[src/design/wctm_pkg.sv]
// types and constants shared by the wall column texture mapper
// no dependencies; imported by every module of the block

package wctm_pkg;

  // item kinds carried in tuser
  localparam logic KIND_LOAD = 1'b0;
  localparam logic KIND_TICK = 1'b1;

  // hit side codes
  localparam logic SIDE_X = 1'b0;
  localparam logic SIDE_Y = 1'b1;

  // texture choice
  localparam logic [1:0] TEX_Y_FAR  = 2'd0;
  localparam logic [1:0] TEX_Y_NEAR = 2'd1;
  localparam logic [1:0] TEX_X_NEAR = 2'd2;
  localparam logic [1:0] TEX_X_FAR  = 2'd3;

  localparam int SCREEN_ROWS = 480;
  localparam int HALF_ROWS   = SCREEN_ROWS / 2;

  localparam int QUEUE_DEPTH = 4;
  localparam int QPTR_W      = $clog2(QUEUE_DEPTH);

  localparam int IN_BITS  = 123;
  localparam int IN_BYTES = 16;
  localparam int OUT_BITS = 33;
  localparam int OUT_BYTES = 5;

  // input payload, last field (column_x) in the lowest bits
  typedef struct packed {
    logic [8:0]         draw_end_y;
    logic [8:0]         draw_start_y;
    logic [15:0]        wall_height;
    logic signed [17:0] dir_y;
    logic signed [17:0] dir_x;
    logic [25:0]        wall_distance;
    logic [7:0]         map_cell_y;
    logic [7:0]         map_cell_x;
    logic               hit_side;
    logic [9:0]         column_x;
  } in_item_t;

  // result payload, last field (pixel_x) in the lowest bits
  typedef struct packed {
    logic [5:0] texel_y;
    logic [5:0] texel_x;
    logic [1:0] texture_index;
    logic [8:0] pixel_y;
    logic [9:0] pixel_x;
  } out_item_t;

  // classified operation passed from front to back
  typedef struct packed {
    logic        kind;
    logic [9:0]  column_x;
    logic [1:0]  texture;
    logic        mirror;
    logic [15:0] hit_frac;
    logic [15:0] wall_height;
    logic [8:0]  draw_start_y;
    logic [8:0]  draw_end_y;
  } op_t;

endpackage

[src/design/wctm_front.sv]
// front end: input register, hit point multiply and texture classification
// depends on wctm_pkg

module wctm_front
  import wctm_pkg::*;
(
  input  logic        clk,
  input  logic        rst,
  input  logic        in_valid,
  output logic        in_ready,
  input  logic        in_kind,
  input  in_item_t    in_item,
  input  logic [23:0] player_pos_x,
  input  logic [23:0] player_pos_y,
  output logic        op_valid,
  input  logic        op_ready,
  output op_t         op
);

  logic               held_valid;
  logic               held_kind;
  in_item_t           held;
  logic signed [44:0] hit_prod;
  logic signed [17:0] dir_sel;
  logic [15:0]        pos_lo;

  assign in_ready = !held_valid || op_ready;
  assign op_valid = held_valid;

  always_ff @(posedge clk) begin
    if (rst) begin
      held_valid <= 1'b0;
    end else if (in_ready) begin
      held_valid <= in_valid;
    end
    if (in_ready && in_valid) begin
      held_kind <= in_kind;
      held      <= in_item;
    end
  end

  // along the wall: y for an x-side hit, x for a y-side hit
  assign dir_sel  = (held.hit_side == SIDE_Y) ? held.dir_x : held.dir_y;
  assign pos_lo   = (held.hit_side == SIDE_Y) ? player_pos_x[15:0] : player_pos_y[15:0];
  assign hit_prod = $signed({19'd0, held.wall_distance}) * 45'(dir_sel);

  always_comb begin
    op.kind         = held_kind;
    op.column_x     = held.column_x;
    op.wall_height  = held.wall_height;
    op.draw_start_y = held.draw_start_y;
    op.draw_end_y   = held.draw_end_y;
    // bits 31:16 of the product are the low half of the floor-shifted offset
    op.hit_frac     = pos_lo + hit_prod[31:16];
    if (held.hit_side == SIDE_Y) begin
      op.texture = (player_pos_y <= {held.map_cell_y, 16'd0}) ? TEX_Y_NEAR : TEX_Y_FAR;
      op.mirror  = held.dir_y[17];
    end else begin
      op.texture = (player_pos_x <= {held.map_cell_x, 16'd0}) ? TEX_X_NEAR : TEX_X_FAR;
      op.mirror  = !held.dir_x[17] && (held.dir_x != 18'sd0);
    end
  end

endmodule

[src/design/wctm_queue.sv]
// short fifo of classified operations between front and back
// depends on wctm_pkg

module wctm_queue
  import wctm_pkg::*;
(
  input  logic clk,
  input  logic rst,
  input  logic wr_valid,
  output logic wr_ready,
  input  op_t  wr_op,
  input  logic rd_ready,
  output logic rd_valid,
  output op_t  rd_op
);

  op_t               slots [QUEUE_DEPTH];
  logic [QPTR_W-1:0] wr_ptr;
  logic [QPTR_W-1:0] rd_ptr;
  logic [QPTR_W:0]   fill;
  logic              push;
  logic              pop;

  assign wr_ready = (fill != (QPTR_W+1)'(QUEUE_DEPTH));
  assign rd_valid = (fill != '0);
  assign push     = wr_valid && wr_ready;
  assign pop      = rd_ready && rd_valid;
  assign rd_op    = slots[rd_ptr];

  always_ff @(posedge clk) begin
    if (rst) begin
      wr_ptr <= '0;
      rd_ptr <= '0;
      fill   <= '0;
    end else begin
      if (push) wr_ptr <= wr_ptr + 1'b1;
      if (pop)  rd_ptr <= rd_ptr + 1'b1;
      fill <= fill + (QPTR_W+1)'(push) - (QPTR_W+1)'(pop);
    end
    if (push) begin
      slots[wr_ptr] <= wr_op;
    end
  end

endmodule

[src/design/wctm_back.sv]
// back end: column state, step divider, start position multiply and pixel output
// depends on wctm_pkg

module wctm_back
  import wctm_pkg::*;
#(
  parameter int TEX_SIZE = 64
)
(
  input  logic      clk,
  input  logic      rst,
  input  logic      op_valid,
  output logic      op_ready,
  input  op_t       op,
  output logic      out_valid,
  input  logic      out_ready,
  output out_item_t out_item,
  output logic      out_last
);

  localparam int DW = $clog2(TEX_SIZE) + 17;
  localparam int CW = $clog2(DW);
  localparam logic [DW-1:0] DIVIDEND = DW'(TEX_SIZE) << 16;
  localparam logic [5:0]    TMASK    = 6'((TEX_SIZE - 1) % 64);

  typedef enum logic [1:0] {ST_RUN, ST_DIV, ST_MUL} state_t;

  state_t      state;
  logic        active;
  logic [9:0]  column;
  logic [9:0]  cur_row;
  logic [9:0]  end_row;
  logic [31:0] tex_pos;
  logic [31:0] step;
  logic [1:0]  texture;
  logic [5:0]  tex_x;
  logic [15:0] height;
  logic [8:0]  start_row;
  logic [15:0] rem;
  logic [DW-1:0] quot;
  logic [CW-1:0] count;

  logic        out_free;
  logic        emit;
  logic [16:0] rem_shift;
  logic        rem_ge;
  logic [15:0] rem_next;
  logic [DW-1:0] quot_next;
  logic [31:0] frac_scaled;
  logic [31:0] tx_full;
  logic [31:0] offset;
  logic [9:0]  row_inc;

  assign out_free = !out_valid || out_ready;
  assign op_ready = op_valid && (state == ST_RUN) && ((op.kind == KIND_LOAD) || out_free);
  // a tick taken on an active column produces a beat
  assign emit = op_ready && (op.kind == KIND_TICK) && active && (cur_row < end_row);

  // restoring divider, one quotient bit a cycle
  assign rem_shift = {rem, quot[DW-1]};
  assign rem_ge    = rem_shift >= {1'b0, height};
  assign rem_next  = rem_ge ? 16'(rem_shift - {1'b0, height}) : rem_shift[15:0];
  assign quot_next = {quot[DW-2:0], rem_ge};

  assign frac_scaled = 32'(op.hit_frac) * 32'(TEX_SIZE);
  assign tx_full     = op.mirror ? (32'(TEX_SIZE) - (frac_scaled >> 16) - 32'd1)
                                 : (frac_scaled >> 16);
  assign offset  = 32'(start_row) - 32'(HALF_ROWS) + 32'(height >> 1);
  assign row_inc = cur_row + 10'd1;

  always_ff @(posedge clk) begin
    if (rst) begin
      state     <= ST_RUN;
      active    <= 1'b0;
      out_valid <= 1'b0;
    end else begin
      if (emit) out_valid <= 1'b1;
      else if (out_ready) out_valid <= 1'b0;
      case (state)
        ST_RUN: begin
          if (op_ready) begin
            if (op.kind == KIND_LOAD) begin
              texture   <= op.texture;
              tex_x     <= tx_full[5:0];
              column    <= op.column_x;
              cur_row   <= 10'(op.draw_start_y);
              end_row   <= 10'(op.draw_end_y);
              start_row <= op.draw_start_y;
              height    <= op.wall_height;
              active    <= op.draw_start_y < op.draw_end_y;
              if (op.wall_height == 16'd0) begin
                // zero height saturates the step
                step  <= '1;
                state <= ST_MUL;
              end else begin
                rem   <= '0;
                quot  <= DIVIDEND;
                count <= CW'(DW - 1);
                state <= ST_DIV;
              end
            end else if (active && (cur_row < end_row)) begin
              out_item.pixel_x       <= column;
              out_item.pixel_y       <= cur_row[8:0];
              out_item.texture_index <= texture;
              out_item.texel_x       <= tex_x;
              out_item.texel_y       <= tex_pos[21:16] & TMASK;
              out_last               <= row_inc >= end_row;
              tex_pos                <= tex_pos + step;
              cur_row                <= row_inc;
              if (row_inc >= end_row) active <= 1'b0;
            end else begin
              active <= 1'b0;
            end
          end
        end
        ST_DIV: begin
          rem   <= rem_next;
          quot  <= quot_next;
          count <= count - 1'b1;
          if (count == '0) begin
            step  <= 32'(quot_next);
            state <= ST_MUL;
          end
        end
        ST_MUL: begin
          tex_pos <= offset * step;
          state   <= ST_RUN;
        end
        default: state <= ST_RUN;
      endcase
    end
  end

endmodule

[src/design/wall_column_texture_mapper.sv]
// top level of the wall column texture mapper: config registers and the
// front, queue and back instances; depends on wctm_pkg and the wctm_* modules
//
// usage
//   s_axis carries items: tuser is the kind (0 loads a column, 1 is a pixel
//   tick), tdata the load fields. m_axis returns one pixel beat per tick
//   while a column is active; tlast marks the bottom pixel of the column.
//   ticks with no active column are swallowed without a beat. the user must
//   write player position on the cfg port while idle; it is not enforced.
// throughput
//   a tick's beat is registered when the back end takes the tick; ticks run
//   at one per cycle as long as m_axis keeps up. a load holds the back end
//   for a setup step, the quotient bits of the step divider and the start
//   position multiply; a zero wall height skips the divider. the four-entry
//   queue lets the input keep taking beats meanwhile.
// reset and stall
//   rst clears the config registers, the queue and the column state.
//   when m_axis stalls the result is held and the queue fills, then
//   s_axis_tready drops.

module wall_column_texture_mapper
  import wctm_pkg::*;
#(
  parameter int TEX_SIZE = 64
)
(
  input  logic                   clk,
  input  logic                   rst,
  input  logic                   s_axis_tvalid,
  output logic                   s_axis_tready,
  // column_x, hit_side, map_cell_x, map_cell_y, wall_distance, dir_x, dir_y,
  // wall_height, draw_start_y, draw_end_y, zero fill
  input  logic [IN_BYTES*8-1:0]  s_axis_tdata,
  // kind
  input  logic                   s_axis_tuser,
  output logic                   m_axis_tvalid,
  input  logic                   m_axis_tready,
  // pixel_x, pixel_y, texture_index, texel_x, texel_y, zero fill
  output logic [OUT_BYTES*8-1:0] m_axis_tdata,
  output logic                   m_axis_tlast,
  input  logic                   cfg_we,
  input  logic                   cfg_addr,
  input  logic [23:0]            cfg_data
);

  localparam logic REG_POS_X = 1'b0;
  localparam logic REG_POS_Y = 1'b1;

  logic [23:0] player_pos_x;
  logic [23:0] player_pos_y;
  logic        front_valid;
  logic        queue_wr_ready;
  op_t         front_op;
  logic        back_ready;
  logic        queue_valid;
  op_t         queue_op;
  out_item_t   result;

  always_ff @(posedge clk) begin
    if (rst) begin
      player_pos_x <= '0;
      player_pos_y <= '0;
    end else if (cfg_we) begin
      case (cfg_addr)
        REG_POS_X: player_pos_x <= cfg_data;
        REG_POS_Y: player_pos_y <= cfg_data;
        default: ;
      endcase
    end
  end

  wctm_front u_front (
    .clk          (clk),
    .rst          (rst),
    .in_valid     (s_axis_tvalid),
    .in_ready     (s_axis_tready),
    .in_kind      (s_axis_tuser),
    .in_item      (in_item_t'(s_axis_tdata[IN_BITS-1:0])),
    .player_pos_x (player_pos_x),
    .player_pos_y (player_pos_y),
    .op_valid     (front_valid),
    .op_ready     (queue_wr_ready),
    .op           (front_op)
  );

  wctm_queue u_queue (
    .clk      (clk),
    .rst      (rst),
    .wr_valid (front_valid),
    .wr_ready (queue_wr_ready),
    .wr_op    (front_op),
    .rd_ready (back_ready),
    .rd_valid (queue_valid),
    .rd_op    (queue_op)
  );

  wctm_back #(
    .TEX_SIZE (TEX_SIZE)
  ) u_back (
    .clk       (clk),
    .rst       (rst),
    .op_valid  (queue_valid),
    .op_ready  (back_ready),
    .op        (queue_op),
    .out_valid (m_axis_tvalid),
    .out_ready (m_axis_tready),
    .out_item  (result),
    .out_last  (m_axis_tlast)
  );

  assign m_axis_tdata = {(OUT_BYTES*8-OUT_BITS)'(0), result};

endmodule
[config.mk]
export PLATFORM = sky130hd
export DESIGN_NAME = wall_column_texture_mapper
export DESIGN_NICKNAME = d
export VERILOG_FILES = /design/src/design/wctm_pkg.sv /design/src/design/wctm_front.sv /design/src/design/wctm_queue.sv /design/src/design/wctm_back.sv /design/src/design/wall_column_texture_mapper.sv
export SDC_FILE = /design/constraint.sdc
export NUM_CORES = 2
export LEC_CHECK = 0
export ABC_AREA = 1
export BUFFER_PORTS_ARGS = -buffer_cell sky130_fd_sc_hd__buf_2
export CAP_MARGIN = 20
export CORE_MARGIN = 2
export CORE_UTILIZATION = 65
export DETAILED_ROUTE_END_ITERATION = 7
export PLACE_DENSITY_LB_ADDON = 0.12
export SETUP_SLACK_MARGIN = 0.15
export SLEW_MARGIN = 20
export SYNTH_ARGS = -nofsm -noshare
export SYNTH_HDL_FRONTEND = slang
export SYNTH_SLANG_ARGS = --single-unit
export TNS_END_PERCENT = 10
[constraint.sdc]
create_clock -name clk -period 25.7 [get_ports clk]
set_clock_uncertainty 0.2 [all_clocks]
set_input_delay 5.14 -clock clk [delete_from_list [all_inputs] [get_ports clk]]
set_output_delay 5.14 -clock clk [all_outputs]
set_load 0.02 [all_outputs]
# Word level (Yosys, flattened, before mapping)
# Memory sizes are Yosys's and may differ from the RTL's. A register that Yosys moved wholly into a read port is not among the register bits.
# Index checks and enable logic that the tools add are counted.
[word_totals]
romBits = 0
reg_bits = 388
ramBits = 256
memories = 1
word_cells = 154
latch_bits = 0
[memory_table]
columns = ["name", "depth", "width", "rd", "rd_clocked_by_memory_dff", "wr", "line_no", "rtl"]
rows = [
  ["u_queue.slots", 4, 64, 1, 1, 1, "wctm_queue.sv:17", "op_t slots [QUEUE_DEPTH];"],
]
[op_classes]
n_div = 0
n_lt_le_gt_ge = 6
n_reduce_logical = 34
mux = 44
addsub = 13
n_shift = 0
n_eq_ne = 12
n_bitwise = 3
mul = 2
[op_table]
columns = ["op", "n"]
rows = [
  ["32-bit 2-to-1 mux", 7],
  ["32-bit one-hot mux with 2 select lines", 2],
  ["16-bit 2-to-1 mux", 5],
  ["23-bit 2-to-1 mux", 3],
  ["24-bit less-or-equal comparator", 2],
  ["23-bit one-hot mux with 2 select lines", 1],
  ["32-bit by 15-bit adder with 32-bit output", 1],
  ["32-bit adder", 1],
  ["27-bit by 18-bit multiplier with 32-bit output", 1],
  ["32-bit by 32-bit multiplier with 32-bit output", 1],
  ["16-bit one-hot mux with 2 select lines", 1],
  ["18-bit 2-to-1 mux", 1],
  ["18-bit nonzero test", 1],
  ["17-bit by 16-bit >= comparator with 1-bit output", 1],
  ["16-bit adder", 1],
  ["16-bit zero test", 1],
  ["16-bit subtractor", 1],
  ["5-bit 2-to-1 mux", 3],
  ["5-bit AND reduction", 3],
  ["2-bit 2-to-1 mux", 6],
  ["10-bit by 1-bit adder with 10-bit output, second input constant", 1],
  ["10-bit by 9-bit >= comparator with 1-bit output", 1],
  ["1-bit logical AND", 10],
  ["10-bit by 9-bit < comparator with 1-bit output", 1],
  ["31 further kinds", 58],
]

# Logic depth before layout (Yosys ltp)
[depth]
depth_word = 8
ltp_mapped = 48

# Modules after synthesis
# A second synthesis with hierarchy kept.
[hier_totals]
cells_unflattened = 5000
hier_area_um2 = 47648.2
[by_module_without_submodules]
columns = ["module", "instances", "seq_area_each_um2", "cells_per_inst", "area_each_um2"]
rows = [
  ["wctm_front", 1, 3743.6, 2062, 18142.4],
  ["wctm_back", 1, 5605.4, 1982, 17559.3],
  ["wctm_queue", 1, 7867.5, 684, 9972.1],
  ["wall_column_texture_mapper", 1, 960.9, 272, 1974.4],
]

# Worst setup path before layout
# Ideal clock, no wire load.
[synth_path]
kind = "input to register"
startpoint = "in rst"
endpoint = "reg u_back.out_item[0] in the netlist's numbering, enable pin"
n_path_buf = 1
path_slack_ns = 16.139
setup_ns = 0.510
required_ns = 24.990
arrival_ns = 8.851
path_stages = 4
path_cell_list = "clkbuf_1 -> clkinv_1 -> nand2_1 -> nor4_1"
[synth_between]
elab_chain_len = 2
[synth_rtl]
columns = ["item", "line_no", "rtl"]
rows = [
  ["start, declared", "wall_column_texture_mapper.sv:28", "input logic rst,"],
  ["1-bit NOT (no line)", "--", ""],
  ["5-bit AND reduction (no line)", "--", ""],
  ["end, declared", "wctm_back.sv:17", "output out_item_t out_item,"],
]
# No other way between the ends.
# A chain may end at the register's enable or synchronous reset.

# Worst setup path in the final report
[layout_path]
startpoint = "reg u_back.start_row[4]"
endpoint = "reg u_back.tex_pos[21], data pin"
[layout_between]
elab_chain_len = 4
[layout_rtl]
columns = ["item", "line_no", "rtl"]
rows = [
  ["start, declared", "wctm_back.sv:38", "logic [8:0] start_row;"],
  ["start signal, assigned", "wctm_back.sv:88", "start_row <= op.draw_start_y;"],
  ["9-bit by 8-bit subtractor with 10-bit output", "wctm_back.sv:68", "assign offset = 32'(start_row) - 32'(HALF_ROWS) + 32'(height >> 1);"],
  ["32-bit by 15-bit adder with 32-bit output", "wctm_back.sv:68", ""],
  ["32-bit by 32-bit multiplier with 32-bit output", "wctm_back.sv:126", "tex_pos <= offset * step;"],
  ["32-bit one-hot mux with 2 select lines", "wctm_back.sv:79", "case (state)"],
  ["end signal, assigned", "wctm_back.sv:108", "tex_pos <= tex_pos + step;"],
  ["end signal, assigned", "wctm_back.sv:126", ""],
  ["end, declared", "wctm_back.sv:33", "logic [31:0] tex_pos;"],
]
# No other way between the ends.

==> metrics.txt <==
crit path max fanout=8; initial core utilization=0.655; slowest CP cell=o311ai_0; routed via count=around 32000; crit end category=flip-flop; share of the synthesized area in the top cell type=0.352; YS warnings=0; fin. max-slew vios=0; WL/cell=between 15 and 20 um; cell with the most instances after synthesis=nand2_1; Reg2Reg Setup Slack=15.70 ns; gpl congestion=between 0.9 and 1; top_reg_cell synth=edfxtp_1; Distinct cells, synth=61; endpoints failing hold=0; worst min-delay path class=flip-flop to flip-flop; register area share after synthesis=0.379; area grow syn2layout=8.80%; share of post-route cells with drive strength above 1=0.0785; Critical Path Max Stage Delay=0.99 ns; Worst-Margin Slew=1.21 ns; FILL cells=~5000; dominant cells by area after synthesis=edfxtp_1 (35%), fa_1 (22%), ha_1 (8.3%); final WL=~110000 um; grt ovf=0; area leader, netlist=edfxtp_1; Syn Inst Count=~4600; Die W=around 270 um; CTS-repair resized insts=0; FP Rows=96; total core area=68300 um2; Crit path max-delay family=adder cells; startpoint types=flip-flop; CTS max path bufs=3; drt first-iter violations=about 2500; WP data arrival=slightly above 10 ns; total CTS buffers=61; Die Y=266 um; min cycle time layout=10.0 ns; Synth async-reset ratio=0; antenna violations before repair=3; I/O pins=202; Final ANT Viol Nets=0; layout net count=5704; Tot GR Track Use=0.311; synthesized area=44700 um2; Max-Cap Viols=0; Post-synth EDFFs=524; post-detail-place hpwl=78800 um; Final TNS setup=0 ns; number of global-route vias before repair=~32000; largest net degree at the start of global routing=68; multi-input logic area=23900 um2; clock latency on the worst-skew pair=0.65 ns; Worst-path clk slew=approximately 0.070 ns; CTS Root Cell=clkbuf_16; Tcrit/Tclk final=0.389; headroom to the max-slew limit=0.185; H-tree Lvls=2; postcts setup bufs=0; storage element area=17000 um2; FMAX=around 100 MHz; Worst Path Buf+Inv=8; first-pass GRT wire length=approximately 170000 um; First-pass DRT Iterations=5; status=completed; CTS sink cnt=586; DRC=0; # hold bufs at CTS=0; final setup vio count=0; vias per cell=5.65; full die area=71000 um2; RSZ-0062 raised after global routing=false; CP required=between 20 and 30 ns; Synth top cells by count=nand2_1 (890), inv_1 (884), edfxtp_1 (524), fa_1 (497), nor2_1 (449); Setup Crit Path Kind=flip-flop to flip-flop; Port Buffers=189; CTS tree=yes; Mean Syn Cell Area=roughly 9.7 um2; #FFs+latches synth=586
[worst paths after layout]
check / start / end / cells after the start
hold reg to reg: u_back.tex_x[5] / u_back.out_item[26] / 0
hold / removal: u_back.tex_x[5] / u_back.out_item[26] / 0
setup reg to reg: u_back.start_row[4] / u_back.tex_pos[21] / 37
setup / recovery: u_back.start_row[4] / u_back.tex_pos[21] / 37
[flip-flops by register name, indices dropped and copies added (netlist names), 9 cells and up, named ones only]
name              cells
u_back.column        10
u_back.height        16
player_pos_x         24
u_back.quot          23
u_back.tex_pos       22
u_front.held         79
u_queue.slots       216
u_back.out_item      33
u_back.rem           16
player_pos_y         24
u_front.op           44
u_back.cur_row       10
u_back.start_row      9
u_back.step          22
u_back.end_row        9
[layout by cell type (no fill, tap or decap), drive strengths merged, types with 10 or more instances in the layout]
master,n
a21oi,152
a31oi,14
buf,228
clkbuf,80
clkinv,28
dfxtp,62
edfxtp,524
fa,497
ha,298
inv,891
nand2,895
nand3,113
nand3b,10
nand4,37
nor2,450
nor3,13
nor4,17
o21ai,238
o22ai,46
or2,20
xnor2,30
xor2,70
[per-layer routing]
layer / routed length [um] / part of all wire / global-route usage
met1: 42700 / 0.40 / 0.411
met2: 51900 / 0.48 / 0.515
met3: 8140 / 0.075 / 0.0466
met4: 5300 / 0.049 / 0.140
met5: 0 / 0 / 0
[cell type report]
class | count | area share
antenna | 3 | 0.000154
clock buffer | 80 | 0.0341
clock inverter | 34 | 0.00933
multi-input combinational | 2978 | 0.490
tap | 882 | 0.0227
timing repair buffer | 228 | 0.0255
inverter | 895 | 0.0691
sequential | 586 | 0.349
[per-stage QoR]
step	instance area (um2)	worst slack (ns)	util	std cells	hold WS, ns
after floorplan	44800	16.14	-	4617	0.200
final	48700	15.70	0.712	5686	0.215
after global placement	46600	16.03	0.681	5568	0.201
after CTS	48700	15.88	0.712	5683	0.214
after detailed placement	46600	15.93	0.681	5569	0.205
after global routing	48700	15.28	0.712	5686	0.225
[kinds of logic after synthesis]
| group | count (synthesis) | synth area share |
|---|---|---|
| AOI/OAI and AO/OA | 512 | 0.0638 |
| xor gates and xnor gates | 101 | 0.0206 |
| adders and majority gates | 795 | 0.306 |
| buffers and inverters | 1053 | 0.0896 |
| DFF | 586 | 0.379 |
| muxes | 2 | 0.000475 |
| other | 1 | 0.0000838 |
| and+or+nand+nor | 1561 | 0.140 |
Power is left out: the tool's default activity adds up to more than one toggle a clock period on the data nets, which glitch-free logic cannot reach.
